**src/hw/rtl/wsts_pkg.sv**
```systemverilog
// Shared types and constants of the weighted server task scheduler.
package wsts_pkg;

  localparam int unsigned OPCODE_W   = 1;
  localparam int unsigned SLOT_W     = 4;
  localparam int unsigned WEIGHT_W   = 20;
  localparam int unsigned DUR_W      = 20;
  localparam int unsigned OUT_SRV_W  = 4;
  localparam int unsigned OUT_TIME_W = 40;
  localparam int unsigned ACTIVE_W   = 5;

  localparam logic [ACTIVE_W-1:0] ACTIVE_RESET = 5'd16;

  localparam logic [OPCODE_W-1:0] OP_LOAD = 1'b0;
  localparam logic [OPCODE_W-1:0] OP_TASK = 1'b1;

  typedef struct packed {
    logic [OPCODE_W-1:0] opcode;
    logic [SLOT_W-1:0]   server_slot;
    logic [WEIGHT_W-1:0] server_weight;
    logic [DUR_W-1:0]    task_duration;
  } in_item_t;

  typedef struct packed {
    logic [OUT_SRV_W-1:0]  assigned_server;
    logic [OUT_TIME_W-1:0] start_time;
  } out_item_t;

endpackage

```
**src/hw/rtl/weighted_server_task_scheduler_core.sv**
```systemverilog
// Top level of the weighted server task scheduler: sequencer, tables and result register.
//
// A load beat (opcode load) writes one server weight in the cycle it is taken and yields
// no result. A task beat is timed by two passes of one compare datapath over the active
// servers, each pass reading one server per cycle from the free-time and weight tables
// (registered reads): the first pass finds the earliest free time and whether any server
// is free at the candidate start, the second picks the lightest free server, lowest index
// on ties. The input is stalled in every state but idle, so a task holds the block through
// both passes and the finish state before the next beat is accepted. The result sits in an
// output register, so a new beat is taken while a finished result still waits downstream;
// a task completes only once that register is free. Reset clears the tables through per-entry
// valid bits, with no clearing pass. active_servers is written through cfg_wr_en / cfg_wr_data;
// zero acts as one and values above NUM_SERVERS act as NUM_SERVERS. Times saturate at the
// TIME_BITS maximum; start_time shows the low bits of the internal start time.
module weighted_server_task_scheduler_core #(
  parameter int unsigned NUM_SERVERS = 16,
  parameter int unsigned TIME_BITS   = 40
) (
  input  logic                                 clk,
  input  logic                                 rst_n,
  input  logic                                 in_valid,
  output logic                                 in_stall,
  input  wsts_pkg::in_item_t                   in_data,
  output logic                                 out_valid,
  input  logic                                 out_stall,
  output wsts_pkg::out_item_t                  out_data,
  input  logic                                 cfg_wr_en,
  input  logic [wsts_pkg::ACTIVE_W-1:0]        cfg_wr_data
);

  // index and count widths
  localparam int unsigned SW = (NUM_SERVERS > 1) ? $clog2(NUM_SERVERS) : 1;
  localparam int unsigned CW = $clog2(NUM_SERVERS + 1);
  localparam int unsigned XW = 9; // holds any count up to 256 and any slot
  localparam int unsigned AW = ((TIME_BITS > wsts_pkg::DUR_W) ? TIME_BITS
                                                              : wsts_pkg::DUR_W) + 1;

  typedef enum logic [3:0] {
    ST_IDLE  = 4'b0001,
    ST_SCAN1 = 4'b0010,
    ST_SCAN2 = 4'b0100,
    ST_FIN   = 4'b1000
  } state_t;

  state_t state_r, state_nxt;

  logic [wsts_pkg::ACTIVE_W-1:0] active_r;

  // time state
  logic [TIME_BITS-1:0] last_start_r, task_num_r, start_r, earliest_r;
  logic                 any_free_r;

  // task context
  logic [CW-1:0]             n_r;
  logic [wsts_pkg::DUR_W-1:0] dur_r;

  // scan pipeline: issue counter, then a registered table read
  logic [CW-1:0] iss_r;
  logic          dv_r, dfirst_r, dlast_r;
  logic [SW-1:0] didx_r;

  // second pass winner
  logic                       best_ok_r;
  logic [SW-1:0]              best_r;
  logic [wsts_pkg::WEIGHT_W-1:0] best_w_r;

  // tables
  logic [TIME_BITS-1:0]          fa_mem [NUM_SERVERS];
  logic [wsts_pkg::WEIGHT_W-1:0] wt_mem [NUM_SERVERS];
  logic [NUM_SERVERS-1:0]        fa_vld_r, wt_vld_r;
  logic [TIME_BITS-1:0]          fa_q_r;
  logic [wsts_pkg::WEIGHT_W-1:0] wt_q_r;
  logic                          fa_vq_r, wt_vq_r;

  logic                 out_valid_r;
  wsts_pkg::out_item_t  out_data_r;

  // handshakes
  logic in_fire, load_fire, task_fire, fin_fire, issuing, scan_done;
  logic [XW-1:0] slot_x, act_x, n_x;
  logic [CW-1:0] n_sel;
  logic [SW-1:0] rd_addr;

  // scan datapath
  logic [TIME_BITS-1:0]          fa_rd;
  logic [wsts_pkg::WEIGHT_W-1:0] wt_rd;
  logic                          fa_le_start;
  logic                          any_free_nxt;
  logic [TIME_BITS-1:0]          earliest_nxt;
  logic                          take;
  logic [SW-1:0]                 best_nxt;
  logic [AW-1:0]                 fin_sum;
  logic [TIME_BITS-1:0]          fin_free;

  assign in_stall  = (state_r != ST_IDLE);
  assign in_fire   = in_valid && !in_stall;
  assign load_fire = in_fire && (in_data.opcode == wsts_pkg::OP_LOAD);
  assign task_fire = in_fire && (in_data.opcode == wsts_pkg::OP_TASK);
  assign fin_fire  = (state_r == ST_FIN) && (!out_valid_r || !out_stall);

  // clamp the active count into 1..NUM_SERVERS
  assign act_x = XW'(active_r);
  always_comb begin
    priority if (act_x == '0) begin
      n_x = XW'(1);
    end else if (act_x > XW'(NUM_SERVERS)) begin
      n_x = XW'(NUM_SERVERS);
    end else begin
      n_x = act_x;
    end
  end
  assign n_sel = n_x[CW-1:0];

  assign slot_x = XW'(in_data.server_slot);

  // scan issue: one table address per cycle until n reads are out
  assign issuing   = ((state_r == ST_SCAN1) || (state_r == ST_SCAN2)) && (iss_r != n_r);
  assign rd_addr   = iss_r[SW-1:0];
  assign scan_done = dv_r && dlast_r;

  // never-written entries read as zero
  assign fa_rd = fa_vq_r ? fa_q_r : '0;
  assign wt_rd = wt_vq_r ? wt_q_r : '0;

  // shared compare unit
  assign fa_le_start  = (fa_rd <= start_r);
  assign any_free_nxt = (dfirst_r ? 1'b0 : any_free_r) | fa_le_start;
  assign earliest_nxt = (dfirst_r || (fa_rd < earliest_r)) ? fa_rd : earliest_r;
  assign take         = fa_le_start && (!best_ok_r || (wt_rd < best_w_r));
  assign best_nxt     = take ? didx_r : best_r;

  // saturating free time of the chosen server
  assign fin_sum  = AW'(start_r) + AW'(dur_r);
  assign fin_free = (|fin_sum[AW-1:TIME_BITS]) ? {TIME_BITS{1'b1}}
                                               : fin_sum[TIME_BITS-1:0];

  always_comb begin
    state_nxt = state_r;
    unique case (state_r)
      ST_IDLE:  if (task_fire) state_nxt = ST_SCAN1;
      ST_SCAN1: if (scan_done) state_nxt = ST_SCAN2;
      ST_SCAN2: if (scan_done) state_nxt = ST_FIN;
      ST_FIN:   if (fin_fire)  state_nxt = ST_IDLE;
      default:                 state_nxt = ST_IDLE;
    endcase
  end

  // control state
  always_ff @(posedge clk) begin
    if (!rst_n) begin
      state_r      <= ST_IDLE;
      active_r     <= wsts_pkg::ACTIVE_RESET;
      last_start_r <= '0;
      task_num_r   <= '0;
      fa_vld_r     <= '0;
      wt_vld_r     <= '0;
      out_valid_r  <= 1'b0;
      dv_r         <= 1'b0;
      iss_r        <= '0;
    end else begin
      state_r <= state_nxt;
      if (cfg_wr_en) active_r <= cfg_wr_data;

      if (load_fire && (slot_x < XW'(NUM_SERVERS))) wt_vld_r[slot_x[SW-1:0]] <= 1'b1;

      dv_r <= issuing;
      if (issuing) begin
        iss_r <= CW'(iss_r + CW'(1));
      end else if (scan_done) begin
        iss_r <= '0; // rearm for the second pass
      end else if (task_fire) begin
        iss_r <= '0;
      end

      if (fin_fire) begin
        fa_vld_r[best_r] <= 1'b1;
        last_start_r     <= start_r;
        task_num_r       <= (&task_num_r) ? task_num_r
                                          : TIME_BITS'(task_num_r + TIME_BITS'(1));
      end

      if (fin_fire) begin
        out_valid_r <= 1'b1;
      end else if (!out_stall) begin
        out_valid_r <= 1'b0;
      end
    end
  end

  // datapath registers
  always_ff @(posedge clk) begin
    dfirst_r <= (iss_r == '0);
    dlast_r  <= (CW'(iss_r + CW'(1)) == n_r);
    didx_r   <= rd_addr;

    if (task_fire) begin
      n_r     <= n_sel;
      dur_r   <= in_data.task_duration;
      start_r <= (last_start_r > task_num_r) ? last_start_r : task_num_r;
    end

    if ((state_r == ST_SCAN1) && dv_r) begin
      any_free_r <= any_free_nxt;
      earliest_r <= earliest_nxt;
      if (dlast_r && !any_free_nxt) start_r <= earliest_nxt;
    end

    if (state_r == ST_SCAN1) begin
      best_ok_r <= 1'b0;
      best_r    <= '0;
    end else if ((state_r == ST_SCAN2) && dv_r && take) begin
      best_ok_r <= 1'b1;
      best_r    <= best_nxt;
      best_w_r  <= wt_rd;
    end

    if (fin_fire) begin
      out_data_r.assigned_server <= wsts_pkg::OUT_SRV_W'(best_r);
      out_data_r.start_time      <= wsts_pkg::OUT_TIME_W'(start_r);
    end
  end

  // free-time table
  always_ff @(posedge clk) begin
    if (fin_fire) fa_mem[best_r] <= fin_free;
    fa_q_r <= fa_mem[rd_addr];
  end

  // weight table
  always_ff @(posedge clk) begin
    if (load_fire && (slot_x < XW'(NUM_SERVERS))) begin
      wt_mem[slot_x[SW-1:0]] <= in_data.server_weight;
    end
    wt_q_r <= wt_mem[rd_addr];
  end

  // valid bits sampled with the read
  always_ff @(posedge clk) begin
    if (!rst_n) begin
      fa_vq_r <= 1'b0;
      wt_vq_r <= 1'b0;
    end else begin
      fa_vq_r <= fa_vld_r[rd_addr];
      wt_vq_r <= wt_vld_r[rd_addr];
    end
  end

  assign out_valid = out_valid_r;
  assign out_data  = out_data_r;

endmodule
```
**config.mk**
```make
export PLATFORM = sky130hd
export DESIGN_NAME = weighted_server_task_scheduler_core
export DESIGN_NICKNAME = d
export VERILOG_FILES = /design/src/hw/rtl/wsts_pkg.sv /design/src/hw/rtl/weighted_server_task_scheduler_core.sv
export SDC_FILE = /design/constraint.sdc
export NUM_CORES = 2
export LEC_CHECK = 0
export BUFFER_PORTS_ARGS = -buffer_cell sky130_fd_sc_hd__buf_2
export CAP_MARGIN = 10
export CORE_ASPECT_RATIO = 1.75
export CORE_MARGIN = 4
export CORE_UTILIZATION = 50
export DETAILED_ROUTE_END_ITERATION = 16
export HOLD_SLACK_MARGIN = 0.03
export PLACE_DENSITY = 0.66
export SYNTH_ARGS = -nofsm -noshare
export SYNTH_HDL_FRONTEND = slang
export SYNTH_SLANG_ARGS = --single-unit
```
**constraint.sdc**
```tcl
create_clock -name clk -period 6.7 [get_ports clk]
set_input_delay 0.67 -clock clk [delete_from_list [all_inputs] [get_ports clk]]
set_output_delay 0.67 -clock clk [all_outputs]
set_load 0.02 [all_outputs]
```
# After elaboration in Yosys (flattened, before gate mapping)
# Memory sizes are Yosys's and may differ from the RTL's. A register that Yosys moved wholly into a read port is not among the register bits.
# Cells that the tools add are included.
# W data, S select, Z words.
classes:
  add_sub_neg: 3
  n_mux: 32
  order_cmp: 11
  bitwise: 6
  n_eq_ne: 12
  n_reduce_logical: 32
ops:
  columns: ["op", "n"]
  rows:
  - ["$mux W40", 7]
  - ["$add A40 B20 Y41", 1]
  - ["$add A40 B1 Y40 const B", 1]
  - ["$gt A40 B40 Y1", 1]
  - ["$le A40 B40 Y1", 1]
  - ["$lt A40 B40 Y1", 1]
  - ["$reduce_and A40 Y1", 1]
  - ["$or A16 B16 Y16", 2]
  - ["$lt A20 B20 Y1", 1]
  - ["$lt A4 B5 Y1 const B", 4]
  - ["$mux W20", 1]
  - ["$mux W5", 4]
  - ["$mux W4", 4]
  - ["$pmux W4 S4", 1]
  - ["$logic_and A1 B1 Y1", 14]
  - ["$mux W1", 11]
  - ["$logic_not A9 Y1", 1]
  - ["$bmux W1 S4", 2]
  - ["$demux W1 S4", 2]
  - ["$ge A4 B1 Y1 const B", 2]
  - ["$ne A2 B2 Y1 const B", 4]
  - ["$reduce_and A2 Y1", 3]
  - ["$add A5 B1 Y5 const B", 1]
  - ["$eq A5 B5 Y1", 1]
  - ["other kinds (16)", 25]
word_totals:
  ramBits: 960
  word_cells: 123
  regBits: 311
  memories: 2
  inputBits: 55
  output_inout_bits: 46
mem_list:
  columns: ["name", "words", "word_bits", "rd", "rd_clocked_by_memory_dff", "write_ports", "line", "rtl"]
  rows:
  - ["fa_mem", 16, 40, 1, 1, 1, "weighted_server_task_scheduler_core.sv:68", "logic [TIME_BITS-1:0] fa_mem [NUM_SERVERS];"]
  - ["wt_mem", 16, 20, 1, 1, 1, "weighted_server_task_scheduler_core.sv:69", "logic [wsts_pkg::WEIGHT_W-1:0] wt_mem [NUM_SERVERS];"]

# Logic depth before layout (Yosys ltp)
logic_depth:
  depth_word: 7
  mapped_depth: 14
  ltp_nobuf: 11

# Least setup slack after synthesis
# OpenSTA, ideal clock, no wires.
synth_timing:
  path_type: "reg2reg"
  start: "reg state_r[0]"
  end: "mem fa_mem[0][0], enable pin"
  t_required_ps: 6145
  path_stages_with_launch: 6
  arrival_time_ps: 5505
  synth_period_minus_slack_ps: 6060
  path_slack_ps: 640
  setup_ps: 555
  path_buffers: 1
  path_cell_list: "dfxtp_1 -> or4b_4 -> nand2b_4 -> buf_6 -> nor2_1 -> nor4b_1"
synth_via:
  elab_chain_cells: 4
synth_lines:
  columns: ["element", "line", "rtl"]
  rows:
  - ["start: declaration", "weighted_server_task_scheduler_core.sv:45", "state_t state_r, state_nxt;"]
  - ["start signal: assignment", "weighted_server_task_scheduler_core.sv:161", "state_r <= state_nxt;"]
  - ["$eq A4 B4 Y1", "weighted_server_task_scheduler_core.sv:99", "assign fin_fire = (state_r == ST_FIN) && (!out_valid_r || !out_stall);"]
  - ["$logic_and A1 B1 Y1", "weighted_server_task_scheduler_core.sv:99", null]
  - ["$mux W1", "weighted_server_task_scheduler_core.sv:225", "if (fin_fire) fa_mem[best_r] <= fin_free;"]
  - ["$mux W1 (implied by the code)", "weighted_server_task_scheduler_core.sv:225", null]
  - ["end: declaration", "weighted_server_task_scheduler_core.sv:68", null]
# No other way between the ends.

# Final worst setup path
layout_timing:
  start: "reg start_r[0]"
  end: "mem fa_mem[10][37] (data pin)"
layout_via:
  elab_chain_cells: 2
layout_lines:
  columns: ["element", "line", "rtl"]
  rows:
  - ["start: declaration", "weighted_server_task_scheduler_core.sv:50", "logic [TIME_BITS-1:0] last_start_r, task_num_r, start_r, earliest_r;"]
  - ["start signal: assignment", "weighted_server_task_scheduler_core.sv:199", "start_r <= (last_start_r > task_num_r) ? last_start_r : task_num_r;"]
  - ["start signal: assignment", "weighted_server_task_scheduler_core.sv:205", "if (dlast_r && !any_free_nxt) start_r <= earliest_nxt;"]
  - ["$add A40 B20 Y41", "weighted_server_task_scheduler_core.sv:133", "assign fin_sum = AW'(start_r) + AW'(dur_r);"]
  - ["$mux W40", "weighted_server_task_scheduler_core.sv:134", "assign fin_free = (|fin_sum[AW-1:TIME_BITS]) ? {TIME_BITS{1'b1}}"]
  - ["via fin_free[37]", "weighted_server_task_scheduler_core.sv:93", "logic [TIME_BITS-1:0] fin_free;"]
# The timed path passes the listed nets, and every way through them passes these cells.

==> reports/summary.md <==
Synthesis
- **count of flip-flops with a built-in enable after synthesis** 1090
- **syn nets** 3489
- **sequential element share of the synthesized area** 68.7%
- **flop and latch count out of synthesis** 1331
- **Yosys cell types** 83
- **Yosys Warn Count** 0
- **share of async-settable or async-resettable flops after synthesis** 0%
- **number of cells produced by synthesis** 3272
- **netlist area before placement** 54600 um2
- **Synth Area per Inst** 16.7 um2
- **Synth Flop Type** edfxtp_1

Timing
- **Final period util** 67.5%
- **largest clock skew in the final design** 43.8 ps
- **max-slew violation count** 0
- **peak clock frequency supported by timing** 221 MHz
- **setup violation total in the final timing report** 0
- **hold violation count in the final report** 0
- **time the final worst path needs with I/O delays and setup** 4520 ps
- **RSZ-0062 raised after global routing** false
- **actual transition at the worst max-transition pin** 1190 ps
- **final total negative setup slack** 0 ps
- **slew margin rel.** 20.6%
- **final worst slack** 2180 ps

Clock network
- **number of clock sinks** 1331
- **number of hold buffers added after cts** 0
- **number of buffers created by CTS** 114
- **Root Buffer** clkbuf_16
- **clock latency on the worst-skew pair** 740 ps
- **setup bufs post-CTS** 0
- **maximum level of the CTS H-tree** 3
- **largest buffer count on any clock path** 3
- **Reg clk slew, reported paths** 60 ps
- **TritonCTS clock tree** built
- **post_cts resized** 0

Worst hold path
- **number of stages on the worst hold path** 1
- **Hold Path Sink** dur_r[14]$_DFFE_PP_
- **Hold Path Origin** in_data[14]
- **Hold/Removal Path Class** in -> reg

Placement
- **global placer's final weighted congestion** 0.899
- **PortBufs** 100
- **post-placement setup slack** 2110 ps
- **HPWL after detailed placement** 85900 um

Setup path
- **critical path depth in cells** 13
- **Worst path most repeated cell** buf_4
- **setup slack of the worst register-to-register path** 2180 ps
- **worst reg2reg endpoint** fa_mem[10][37]$_DFFE_PP_
- **biggest fanout along the worst timing path** 36
- **startpoint of the most critical register-to-register path** start_r[0]$_DFF_P_
- **launching element type of the critical path** flip-flop
- **Setup Crit Path Kind** reg -> reg
- **worst path buffer plus inverter count** 3
- **Top Family by Delay on Critical Path** compound AO/OA/AOI/OAI gates
- **number of cells traversed by the worst register-to-register path** 13
- **peak per-stage delay on the critical path** 790 ps
- **critical path capture point type** flip-flop
- **slowest CP cell** a21oi_1
- **list of cells traversed by the critical path** ha_1 -> inv_1 -> fa_1 -> nand2b_1 -> a21oi_2 -> o32ai_2 -> o21ai_2 -> a31oi_2 -> buf_4 -> or4_1 -> buf_4 -> nor3b_1 -> a21oi_1
- **CP required** 7090 ps
- **data arrival time of the critical path** 4910 ps

Routing
- **number of nets with antenna violations after routing** 0
- **total detailed-routing wirelength** 132000 um
- **Vias** 29.6k
- **number of DRC markers after the initial detailed-route iteration** 2518
- **average wire length per cell after detail routing** 26.5 um
- **detailed-route vias per instance** 5.97
- **drt drc** 0
- **detailed-router iteration count before antenna repair** 5

Floorplanning
- **total I/O pin count** 101
- **Core Area** 109000 um2
- **starting utilization of the core area** 50.4%
- **floorplan row count** 160
- **Total Die Area** 115000 um2
- **die width** 258 um
- **vertical die dimension** 445 um

Global route
- **number of global-route vias before repair** 31.3k
- **largest net degree at the start of global routing** 114
- **total grt overflow** 0
- **initial antenna violation count** 8
- **first-pass GRT wire length** 197000 um
- **global-route usage over all layers** 23.0%

Cells and area
- **nets@finish** 3617
- **area growth from synthesis to layout** 11.8%
- **layout filler cell count** 8344
- **proportion of layout cells with a drive suffix above 1** 21.6%

Power
- **power density over cell area** 293 nW/um2
- **Static Leak** 20.3 nW
- **maximum resistive drop on vdd** 0.251 mV

Run status
- **outcome** completed

Run
- **max-cap violation count** 0

power by group:
part,internal [mW],total (mW),leakage [nW],switching (mW)
Clock,3.88,6.90,1.91,3.02
Sequential,9.53,9.68,11.8,0.153
Combinational,0.346,1.29,6.56,0.947
Total,13.8,17.9,20.3,4.12
flip-flops by register name, summed over array words and instances, names as in the netlist, 5 cells and up:
| name | cells |
|---|---|
| task_num_r | 40 |
| last_start_r | 40 |
| fa_vld_r | 16 |
| fa_mem | 640 |
| wt_mem | 320 |
| iss_r | 5 |
| out_data | 44 |
| wt_vld_r | 16 |
| fa_q_r | 40 |
| dur_r | 20 |
| start_r | 40 |
| wt_q_r | 20 |
| best_w_r | 20 |
| active_r | 5 |
| earliest_r | 40 |
| n_r | 5 |
layout make-up:
cell class              instances  area (um2)  share of cell area [%]
flip-flops and latches       1331       37600                    61.5
multi-input cells            1641       16200                    26.4
clock buffers                 155        3120                    5.10
well taps                    1458        1820                    2.99
repair buffers                159         993                    1.63
clock inverters                63         828                    1.36
inverters                     153         582                   0.952
diodes                          4        10.0                  0.0164
layout by cell type, fill, tap and decap left out, types with 38 or more instances in the layout:
cell type	instances
a211oi_1	51
edfxtp_1	1090
clkbuf_16	115
mux2_2	41
dfxtp_1	237
and2_1	72
nor2_1	165
a21oi_1	155
nand2_1	162
ha_1	161
mux4_2	310
o21ai_0	82
buf_4	55
nand3_1	54
xnor2_1	55
buf_2	100
inv_1	150
o2bb2ai_1	38
worst max path at each step:
stage	startpoint	endpoint	slack [ps]
floorplan	state_r[0]$_SDFFE_PN1P_	fa_mem[0][0]$_DFFE_PP_	640
global placement	start_r[0]$_DFF_P_	fa_mem[10][37]$_DFFE_PP_	2250
detailed placement	start_r[0]$_DFF_P_	fa_mem[5][37]$_DFFE_PP_	2110
CTS	start_r[0]$_DFF_P_	fa_mem[10][37]$_DFFE_PP_	2130
global route	start_r[0]$_DFF_P_	fa_mem[9][37]$_DFFE_PP_	1900
finish	start_r[0]$_DFF_P_	fa_mem[10][37]$_DFFE_PP_	2180
synth_stat cells (51+ instances only):
cell      instances  area (um2)
edfxtp_1       1090       32700
mux4_2          310        6980
dfxtp_1         241        4820
nor2_1          188         706
nand2_1         162         608
ha_1            161        2010
a21oi_1         155         776
inv_1           151         567
clkbuf_1        115         432
o21ai_0          83         415
and2_1           73         457
nand3_1          56         280
xnor2_1          55         482
a211oi_1         51         383
worst register-to-register path: cells and delay by family, from the launching register on:
family / cells / cell delay (ps)
AO/OA/AOI/OAI: 5 / 1580
AND/OR/NAND/NOR: 3 / 950
adder cells (fa/ha/maj): 2 / 700
buffers and inverters: 3 / 540
flip-flops: 1 / 400
metal layers:
metal / part of all wire (%) / global-route usage [%]
met2: 55 / 42.9
met1: 36 / 26.3
met5: 0 / 0
met4: 4.8 / 10.7
met3: 4.4 / 2.83
kinds of logic after synthesis:
family / synth area share, %
XOR/XNOR: 1.04
adder cells (fa/ha/maj): 3.74
AO/OA/AOI/OAI: 4.77
multiplexers: 13.8
buffers and inverters: 2.12
AND/OR/NAND/NOR: 5.83
flip-flops: 68.7
per-stage QoR:
step                      instances  power [mW]  util (%)  hold WS (ps)  area (um2)
final                          4964        17.9      56.3           118       61100
after CTS                      4959        18.0      56.3          61.0       61100
after global placement         4741        11.1      52.6           439       57100
after global routing           4962        18.5      56.3          88.5       61100
after floorplan                3272        10.6         -           329       54600
after detailed placement       4741        11.2      52.6           450       57100
Power figures use the tool's default switching activity.
